`src/hw/rtl/bbsm_pkg.sv`:
```
// Shared constants, codes and types of the bad block spare mapper.
package bbsm_pkg;

    localparam int MAX_BAD = 32;
    localparam int CNT_W   = $clog2(MAX_BAD + 1);
    localparam int IDX_W   = $clog2(MAX_BAD);
    localparam int BLK_W   = 32;
    localparam int BPC_W   = 24;
    localparam int LIM_W   = BPC_W + 1;
    localparam int QDEPTH  = 4;
    localparam int QPTR_W  = $clog2(QDEPTH);
    localparam int QCNT_W  = $clog2(QDEPTH + 1);

    localparam logic [BPC_W-1:0] BPC_RESET = BPC_W'(1024);

    // request codes
    localparam logic [1:0] REQ_APPEND = 2'd0;
    localparam logic [1:0] REQ_BUILD  = 2'd1;
    localparam logic [1:0] REQ_CLEAR  = 2'd2;

    // status codes
    localparam logic [1:0] ST_OK       = 2'd0;
    localparam logic [1:0] ST_TOO_MANY = 2'd1;
    localparam logic [1:0] ST_EMPTY    = 2'd2;
    localparam logic [1:0] ST_FULL     = 2'd3;

    localparam logic KIND_PAIR    = 1'b0;
    localparam logic KIND_SUMMARY = 1'b1;

    typedef enum logic [1:0] {
        OP_APPEND,
        OP_APPEND_FULL,
        OP_BUILD,
        OP_BUILD_EMPTY
    } t_op;

    typedef struct packed {
        t_op              op;
        logic [CNT_W-1:0] idx;   // list slot for append, list length for build
        logic [BLK_W-1:0] blk;
    } t_cmd;

    typedef enum logic {
        BK_IDLE,
        BK_SCAN
    } t_bk_state;

    typedef enum logic [2:0] {
        STEP_INFO,
        STEP_T1,
        STEP_T2,
        STEP_SPARE,
        STEP_NF
    } t_step;

    typedef struct packed {
        logic             kind;
        logic [BLK_W-1:0] bad;
        logic [BLK_W-1:0] spare;
        logic [BLK_W-1:0] info;
        logic [BLK_W-1:0] t1;
        logic [BLK_W-1:0] t2;
        logic [BLK_W-1:0] nf;
        logic [BLK_W-1:0] left;
        logic [1:0]       status;
        logic             last;
    } t_result;

endpackage

```
`src/hw/rtl/bbsm_cmd_queue.sv`:
```
// Short command queue between the front and back parts.
module bbsm_cmd_queue import bbsm_pkg::*; (
    input  logic i_clk,
    input  logic i_rst_n,
    input  logic i_push,
    input  t_cmd i_cmd,
    input  logic i_pop,
    output t_cmd o_cmd,
    output logic o_full,
    output logic o_empty
);

    t_cmd              r_mem [QDEPTH];
    logic [QPTR_W-1:0] r_wr, n_wr;
    logic [QPTR_W-1:0] r_rd, n_rd;
    logic [QCNT_W-1:0] r_cnt, n_cnt;

    always_comb begin
        n_wr  = i_push ? r_wr + 1'b1 : r_wr;
        n_rd  = i_pop  ? r_rd + 1'b1 : r_rd;
        case ({i_push, i_pop})
            2'b10:   n_cnt = r_cnt + 1'b1;
            2'b01:   n_cnt = r_cnt - 1'b1;
            default: n_cnt = r_cnt;
        endcase
    end

    always_ff @(posedge i_clk) begin
        if (!i_rst_n) begin
            r_wr  <= '0;
            r_rd  <= '0;
            r_cnt <= '0;
        end else begin
            r_wr  <= n_wr;
            r_rd  <= n_rd;
            r_cnt <= n_cnt;
        end
    end

    always_ff @(posedge i_clk) begin
        if (i_push) begin
            r_mem[r_wr] <= i_cmd;
        end
    end

    assign o_cmd   = r_mem[r_rd];
    assign o_full  = (r_cnt == QCNT_W'(QDEPTH));
    assign o_empty = (r_cnt == '0);

endmodule

```
`src/hw/rtl/bbsm_front.sv`:
```
// Front part: accepts requests, tracks list length, classifies into commands.
module bbsm_front import bbsm_pkg::*; (
    input  logic             i_clk,
    input  logic             i_rst_n,
    input  logic             i_start,
    input  logic [1:0]       i_req_type,
    input  logic [BLK_W-1:0] i_block_number,
    input  logic             i_q_full,
    output logic             o_busy,
    output logic             o_push,
    output t_cmd             o_cmd
);

    // list length as seen in issue order; the back applies the same order
    logic [CNT_W-1:0] r_count, n_count;
    logic             accept;

    assign accept = i_start && !i_q_full;
    assign o_busy = i_q_full;

    always_comb begin
        n_count    = r_count;
        o_push     = 1'b0;
        o_cmd.op   = OP_APPEND;
        o_cmd.idx  = r_count;
        o_cmd.blk  = i_block_number;
        if (accept) begin
            case (i_req_type)
                REQ_APPEND: begin
                    o_push = 1'b1;
                    if (r_count >= CNT_W'(MAX_BAD)) begin
                        o_cmd.op = OP_APPEND_FULL;
                    end else begin
                        n_count = r_count + 1'b1;
                    end
                end
                REQ_BUILD: begin
                    o_push   = 1'b1;
                    o_cmd.op = (r_count == '0) ? OP_BUILD_EMPTY : OP_BUILD;
                end
                REQ_CLEAR: begin
                    n_count = '0;
                end
                default: ;
            endcase
        end
    end

    always_ff @(posedge i_clk) begin
        if (!i_rst_n) begin
            r_count <= '0;
        end else begin
            r_count <= n_count;
        end
    end

endmodule

```
`src/hw/rtl/bbsm_back.sv`:
```
// Back part: holds the bad list, runs the spare search and drives results.
module bbsm_back import bbsm_pkg::*; (
    input  logic             i_clk,
    input  logic             i_rst_n,
    input  logic             i_q_empty,
    input  t_cmd             i_cmd,
    output logic             o_pop,
    input  logic [BPC_W-1:0] i_bpc,
    output logic             o_valid,
    output t_result          o_res
);

    logic [BLK_W-1:0] r_mem [MAX_BAD];
    logic [BLK_W-1:0] r_rdata;
    logic [BLK_W-1:0] r_bad;

    t_bk_state        r_state, n_state;
    t_step            r_step, n_step;
    logic [CNT_W-1:0] r_n, n_n;
    logic [CNT_W-1:0] r_k, n_k;
    logic [CNT_W-1:0] r_ptr, n_ptr;
    logic             r_dv, n_dv;
    logic             r_dlast, n_dlast;
    logic [BLK_W-1:0] r_cand, n_cand;
    logic [BLK_W-1:0] r_info, n_info;
    logic [BLK_W-1:0] r_t1, n_t1;
    logic [BLK_W-1:0] r_t2, n_t2;
    logic             r_valid, n_valid;
    t_result          r_res, n_res;

    logic             mem_we;
    logic [BLK_W-1:0] lim_ext;
    logic             hit;
    logic             done;

    assign lim_ext = BLK_W'({i_bpc, 1'b0});
    assign hit     = r_dv && (r_rdata == r_cand);
    assign done    = r_dv && r_dlast && !hit;

    always_comb begin
        n_state = r_state;
        n_step  = r_step;
        n_n     = r_n;
        n_k     = r_k;
        n_ptr   = r_ptr;
        n_dv    = 1'b0;
        n_dlast = r_dlast;
        n_cand  = r_cand;
        n_info  = r_info;
        n_t1    = r_t1;
        n_t2    = r_t2;
        n_valid = 1'b0;
        n_res   = r_res;
        o_pop   = 1'b0;
        mem_we  = 1'b0;
        case (r_state)
            BK_IDLE: begin
                if (!i_q_empty) begin
                    o_pop = 1'b1;
                    case (i_cmd.op)
                        OP_APPEND: begin
                            mem_we = 1'b1;
                        end
                        OP_APPEND_FULL: begin
                            n_valid      = 1'b1;
                            n_res        = '0;
                            n_res.kind   = KIND_SUMMARY;
                            n_res.status = ST_FULL;
                            n_res.last   = 1'b1;
                        end
                        OP_BUILD_EMPTY: begin
                            n_valid      = 1'b1;
                            n_res        = '0;
                            n_res.kind   = KIND_SUMMARY;
                            n_res.status = ST_EMPTY;
                            n_res.last   = 1'b1;
                        end
                        OP_BUILD: begin
                            n_n     = i_cmd.idx;
                            n_k     = '0;
                            n_cand  = '0;
                            n_ptr   = '0;
                            n_step  = STEP_INFO;
                            n_state = BK_SCAN;
                        end
                        default: ;
                    endcase
                end
            end
            BK_SCAN: begin
                if (hit) begin
                    // candidate is listed: try the next block, rescan
                    n_cand = r_cand + 1'b1;
                    n_ptr  = '0;
                end else if (done) begin
                    n_cand = r_cand + 1'b1;
                    n_ptr  = '0;
                    case (r_step)
                        STEP_INFO: begin
                            n_info = r_cand;
                            n_step = STEP_T1;
                        end
                        STEP_T1: begin
                            n_t1   = r_cand;
                            n_step = STEP_T2;
                        end
                        STEP_T2: begin
                            n_t2   = r_cand;
                            n_step = STEP_SPARE;
                        end
                        STEP_SPARE: begin
                            n_valid = 1'b1;
                            n_res   = '0;
                            if (r_cand > lim_ext) begin
                                n_res.kind   = KIND_SUMMARY;
                                n_res.info   = r_info;
                                n_res.t1     = r_t1;
                                n_res.t2     = r_t2;
                                n_res.status = ST_TOO_MANY;
                                n_res.last   = 1'b1;
                                n_state      = BK_IDLE;
                            end else begin
                                n_res.kind  = KIND_PAIR;
                                n_res.bad   = r_bad;
                                n_res.spare = r_cand;
                                n_k         = r_k + 1'b1;
                                if (r_k + 1'b1 == r_n) begin
                                    n_step = STEP_NF;
                                end
                            end
                        end
                        STEP_NF: begin
                            n_valid      = 1'b1;
                            n_res        = '0;
                            n_res.kind   = KIND_SUMMARY;
                            n_res.info   = r_info;
                            n_res.t1     = r_t1;
                            n_res.t2     = r_t2;
                            n_res.nf     = r_cand;
                            n_res.left   = (lim_ext > r_cand) ? lim_ext - r_cand : '0;
                            n_res.status = ST_OK;
                            n_res.last   = 1'b1;
                            n_state      = BK_IDLE;
                        end
                        default: n_state = BK_IDLE;
                    endcase
                end else if (r_ptr < r_n) begin
                    // issue the next list read
                    n_dv    = 1'b1;
                    n_dlast = (r_ptr == r_n - 1'b1);
                    n_ptr   = r_ptr + 1'b1;
                end
            end
            default: n_state = BK_IDLE;
        endcase
    end

    always_ff @(posedge i_clk) begin
        if (!i_rst_n) begin
            r_state <= BK_IDLE;
            r_step  <= STEP_INFO;
            r_n     <= '0;
            r_k     <= '0;
            r_ptr   <= '0;
            r_dv    <= 1'b0;
            r_dlast <= 1'b0;
            r_valid <= 1'b0;
        end else begin
            r_state <= n_state;
            r_step  <= n_step;
            r_n     <= n_n;
            r_k     <= n_k;
            r_ptr   <= n_ptr;
            r_dv    <= n_dv;
            r_dlast <= n_dlast;
            r_valid <= n_valid;
        end
    end

    always_ff @(posedge i_clk) begin
        r_cand <= n_cand;
        r_info <= n_info;
        r_t1   <= n_t1;
        r_t2   <= n_t2;
        r_res  <= n_res;
    end

    // bad list: one write port, two registered read ports
    always_ff @(posedge i_clk) begin
        if (mem_we) begin
            r_mem[i_cmd.idx[IDX_W-1:0]] <= i_cmd.blk;
        end
        r_rdata <= r_mem[r_ptr[IDX_W-1:0]];
        r_bad   <= r_mem[r_k[IDX_W-1:0]];
    end

    assign o_valid = r_valid;
    assign o_res   = r_res;

endmodule

```
`src/hw/rtl/bad_block_spare_mapper.sv`:
```
// Top level of the bad block spare mapper: APB register, front, queue and back.
// Flow: with the back idle, an append-full or empty-build summary passes the command
//   queue and then the registered result to the result ports; an append only writes the list.
//   A build tests each candidate against the list, at most n+4 candidates
//   (n = list length) plus one per listed block skipped, and gives at most one result
//   per candidate.
// Throughput: start is taken each cycle while the 4-entry command queue has room.
// Reset (synchronous, i_rst_n low): list empty, queue empty, blocks_per_cylinder 1024;
//   list contents are not cleared. Results are never stalled by the receiver.
module bad_block_spare_mapper import bbsm_pkg::*; (
    input  logic             i_clk,
    input  logic             i_rst_n,
    // configuration port
    input  logic             psel,
    input  logic             penable,
    input  logic             pwrite,
    input  logic [2:0]       paddr,
    input  logic [31:0]      pwdata,
    output logic [31:0]      prdata,
    output logic             pready,
    // request transaction
    input  logic             start,
    output logic             busy,
    input  logic [1:0]       i_req_type,
    input  logic [BLK_W-1:0] i_block_number,
    // result transaction
    output logic             o_valid,
    output logic             o_record_kind,
    output logic [BLK_W-1:0] o_bad_block,
    output logic [BLK_W-1:0] o_spare_block,
    output logic [BLK_W-1:0] o_info_block,
    output logic [BLK_W-1:0] o_table_first,
    output logic [BLK_W-1:0] o_table_second,
    output logic [BLK_W-1:0] o_next_free,
    output logic [BLK_W-1:0] o_blocks_left,
    output logic [1:0]       o_status,
    output logic             o_last
);

    // register index sits in paddr[2]; only blocks_per_cylinder exists
    localparam logic CFG_IDX_BPC = 1'b0;

    logic [BPC_W-1:0] r_bpc;
    logic             cfg_wr;

    logic    q_push;
    logic    q_pop;
    logic    q_full;
    logic    q_empty;
    t_cmd    front_cmd;
    t_cmd    head_cmd;
    t_result res;

    assign pready = 1'b1;
    assign cfg_wr = psel && penable && pwrite && (paddr[2] == CFG_IDX_BPC);

    always_ff @(posedge i_clk) begin
        if (!i_rst_n) begin
            r_bpc <= BPC_RESET;
        end else if (cfg_wr) begin
            r_bpc <= pwdata[BPC_W-1:0];
        end
    end

    assign prdata = (paddr[2] == CFG_IDX_BPC) ? {(32 - BPC_W)'(0), r_bpc} : '0;

    // front: classifies each request against the issue-order list length
    bbsm_front u_front (
        .i_clk          (i_clk),
        .i_rst_n        (i_rst_n),
        .i_start        (start),
        .i_req_type     (i_req_type),
        .i_block_number (i_block_number),
        .i_q_full       (q_full),
        .o_busy         (busy),
        .o_push         (q_push),
        .o_cmd          (front_cmd)
    );

    bbsm_cmd_queue u_queue (
        .i_clk   (i_clk),
        .i_rst_n (i_rst_n),
        .i_push  (q_push),
        .i_cmd   (front_cmd),
        .i_pop   (q_pop),
        .o_cmd   (head_cmd),
        .o_full  (q_full),
        .o_empty (q_empty)
    );

    // back: list memory, spare search and registered result
    bbsm_back u_back (
        .i_clk     (i_clk),
        .i_rst_n   (i_rst_n),
        .i_q_empty (q_empty),
        .i_cmd     (head_cmd),
        .o_pop     (q_pop),
        .i_bpc     (r_bpc),
        .o_valid   (o_valid),
        .o_res     (res)
    );

    assign o_record_kind  = res.kind;
    assign o_bad_block    = res.bad;
    assign o_spare_block  = res.spare;
    assign o_info_block   = res.info;
    assign o_table_first  = res.t1;
    assign o_table_second = res.t2;
    assign o_next_free    = res.nf;
    assign o_blocks_left  = res.left;
    assign o_status       = res.status;
    assign o_last         = res.last;

endmodule
```
`config.mk`:
```
export PLATFORM = sky130hd
export DESIGN_NAME = bad_block_spare_mapper
export DESIGN_NICKNAME = d
export VERILOG_FILES = /design/src/hw/rtl/bbsm_pkg.sv /design/src/hw/rtl/bbsm_cmd_queue.sv /design/src/hw/rtl/bbsm_front.sv /design/src/hw/rtl/bbsm_back.sv /design/src/hw/rtl/bad_block_spare_mapper.sv
export SDC_FILE = /design/constraint.sdc
export NUM_CORES = 2
export LEC_CHECK = 0
export BUFFER_PORTS_ARGS = -buffer_cell sky130_fd_sc_hd__buf_2
export CORE_MARGIN = 10
export CORE_UTILIZATION = 56
export DETAILED_ROUTE_END_ITERATION = 8
export GPL_ROUTABILITY_DRIVEN = 1
export GPL_TIMING_DRIVEN = 1
export PLACE_DENSITY = 0.75
export SLEW_MARGIN = 20
export SYNTH_ARGS = -nofsm -noshare
export SYNTH_HDL_FRONTEND = slang
export SYNTH_SLANG_ARGS = --single-unit
```
`constraint.sdc`:
```
create_clock -name i_clk -period 11.3 [get_ports i_clk]
set_input_delay 2.26 -clock i_clk [delete_from_list [all_inputs] [get_ports i_clk]]
set_output_delay 2.26 -clock i_clk [all_outputs]
set_load 0.02 [all_outputs]
```
==> impl_metrics.toml <==
[outcome]
status = "complete, no violations"

[global_route]
grt_pass1_vias = 38449
antenna_found_initial = 4
top_usage_layer = "met2"
grtUsageMet2_pct = 42.59
grtUsageTotal_pct = 25.41
grt_use_met1_pct = 33.80
grt_start_max_net_pins = 163
grt_pass1_wl_mm = 263.6
overflow = 0
grtUsageMet3_pct = 4.795

[setup_path]
crit_top_cell = "buf_2"
worst_path_max_delay_cell = "buf_2"
max_stage_delay_ps = 340
crit_chain = "buf_2 -> nor2b_1 -> buf_2"
path_delay_family = "buffers and inverters"
timing.rr.end = "u_back.o_res[210]"
ff2ff_path_depth = 9
critical_path_class = "input pin to primary output"
arrival_ps = 2890
required_ps = 9040
critPathLaunchType = "input pin"
rr_startpoint = "u_back.r_cand[27]"
r2r_slack_ps = 6650
crit_fanout = 26
cp.buffers_inverters = 2
critPathCaptureType = "primary output"

[sta]
fmax_ghz = 0.1942
grt_setup_unrepaired = "false"
hold_violations = 0
maxSlewHeadroom_pct = 25.73
fin_crit_ps = 5149
skew_ps = 26.09
worstMarginPinSlew_ps = 1114
fin_hold_ws_ps = 496.9
setup_viol = 0
fin_tns_setup_ps = 0
slew_violations = 0
post-route-period-util_pct = 45.56
fin_ws_ps = 6151

[routing]
drt-total-wl_mm = 181.6
drc = 0
wl_per_cell_um = 31.51
dr.pass1.iters = 6
drtAntennaViolNets = 0
drt_iter0_markers = 4446
routed_via_density = 6.612
vias = 38114

[place]
postPlaceCellArea_mm2 = 0.07531
gp_congestion = 0.8619
portBuffers = 318
hpwl_mm = 104.7
pre_cts_ws_ps = 6166

[synth]
synth_edf_count = 1539
netlist_area_mm2 = 0.07157
synth_top_family_by_area = "multiplexers"
syn_inst = 3604
synth.distinct_cells = 73
synth_flop_cell = "edfxtp_1"
async_flop_share_pct = 0
synthXorXnorAreaFrac_pct = 1.248
yosysWarnings = 0
ys_seq_area_share_pct = 68.15
ys_ff_latch = 1667
yosys.area_share.simple_pct = 4.423
muxShareOfSynthArea_pct = 22.53
synth.avg_cell_area_um2 = 19.86
synth_compound_area_share_pct = 1.262
synthAdderAreaFrac_pct = 0.7902

[clock_network]
clk_latency_ps = 790
cts-root-buf = "clkbuf_16"
postCtsHoldBufs = 0
cts.htree.levels = 4
cts_setup_buffers = 0
clk_path_buf_depth = 3
clk_pin_slew_ps = 60
clock_sinks = 1667
cts_resized = 0
tritoncts = "yes"
cts_buffers = 167

[power_and_ir_drop]
p_leak_nw = 25.49
vdd_drop_max_mv = 0.1740
p_total_mw = 16.47
powerDensity_mw_per_mm2 = 203.3

[floorplanning]
placeableCoreArea_mm2 = 0.1272
die_area_mm2 = 0.1425
die_w_um = 377.5
ios = 338
start_util_pct = 56.27
rows = 131
fp.dieH_um = 377.5

[layout]
layout-drive-gt1-share_pct = 35.71
syn_to_final_growth_pct = 13.16
final_area_mm2 = 0.08099
nNetsFinal = 4080
layout.cells.most_common = "edfxtp_1"
final_cell_mix = "edfxtp_1 (1539), mux4_2 (680), buf_2 (318)"

[worst_hold_path]
worstHoldStart = "u_back.r_info[23]"
min_path_cells = 1
hold_class = "flip-flop to flip-flop"
min_to = "u_back.o_res[154]"

[job]
max-cap-violations = 0
[worst max path at each step]
stage	startpoint	endpoint	cells after the start
CTS	paddr[2]	prdata[13]	3
finish	paddr[2]	prdata[12]	3
detailed placement	paddr[2]	prdata[13]	3
global placement	paddr[2]	prdata[23]	3
global route	paddr[2]	prdata[20]	3
floorplan	u_back.r_cand[2]	u_back.o_res[100]	9
[where the power goes]
group          leakage (nW)  internal (mW)  switching, mW  total [mW]
sequential             15.1           7.82          0.321        8.14
clock                  2.75           3.34           2.31        5.65
combinational          7.67          0.795           1.88        2.67
[sequential cells by signal (all words and copies together), names as in the netlist, 3 cells and up, named ones only]
signal and flops:
u_back.r_rdata 32, u_front.r_count 6, u_back.r_bad 32, r_bpc 24, u_back.r_k 6, u_queue.r_cnt 3, u_back.r_step 3, u_back.r_t2 32
u_back.r_cand 32, u_back.r_t1 32, u_back.r_info 32, u_back.r_ptr 6, u_queue.r_mem 160, u_back.r_mem 1024, u_back.r_n 6, u_back.o_res 227
[metrics by stage]
stage / utilization [%] / std cells
6_report: 63.67 / 5764
3_5_place_dp: 59.21 / 5453
3_3_place_gp: 59.21 / 5453
4_1_cts: 63.65 / 5761
5_1_grt: 63.67 / 5762
2_1_floorplan: - / 3621
[layout make-up]
cell class / instances / area [µm²]
Sequential cell: 1667 / 48810
Fill cell: 8450 / 46200
Multi-Input combinational cell: 1678 / 22010
Clock buffer: 212 / 4566
Timing Repair Buffer: 395 / 2240
Tap cell: 1662 / 2079
Clock inverter: 96 / 1080
Inverter: 52 / 195.2
Antenna cell: 2 / 5.005
[per-layer routing]
layer,vias up,part of all wire [%]
met5,-,0.0072
met4,2,3.3
met3,377,9.2
met2,2167,50
met1,19998,37
li1,15570,-
[cell families after synthesis]
| group | after synthesis |
|---|---|
| DFF | 1667 |
| muxes | 753 |
| and+or+nand+nor | 615 |
| buffers and inverters | 276 |
| AOI/OAI and AO/OA | 145 |
| xor gates and xnor gates | 102 |
| adders and majority gates | 44 |
| other | 2 |
[worst register-to-register path: stages, from the launching register on]
cell	delay, ps
edfxtp_1	570
xnor2_1	570
nand4_1	140
nor4_1	410
nand4_1	540
nand4_1	410
and2_1	380
nor2_4	80
buf_12	270
buf_4	840
[synth_stat cells (all sizes together), types with 42 or more instances]
cell / count / share of area [%]
nand2: 94 / 0.50
nor3: 52 / 0.37
ha: 42 / 0.73
mux2: 64 / 1.0
nor2: 178 / 0.93
mux4: 680 / 21
clkbuf: 143 / 0.78
a21oi: 64 / 0.46
and2: 143 / 1.3
buf: 81 / 0.53
xnor2: 72 / 0.88
edfxtp: 1539 / 65
inv: 51 / 0.27
dfxtp: 128 / 3.6
No activity file was read; power rests on OpenSTA's default activity.
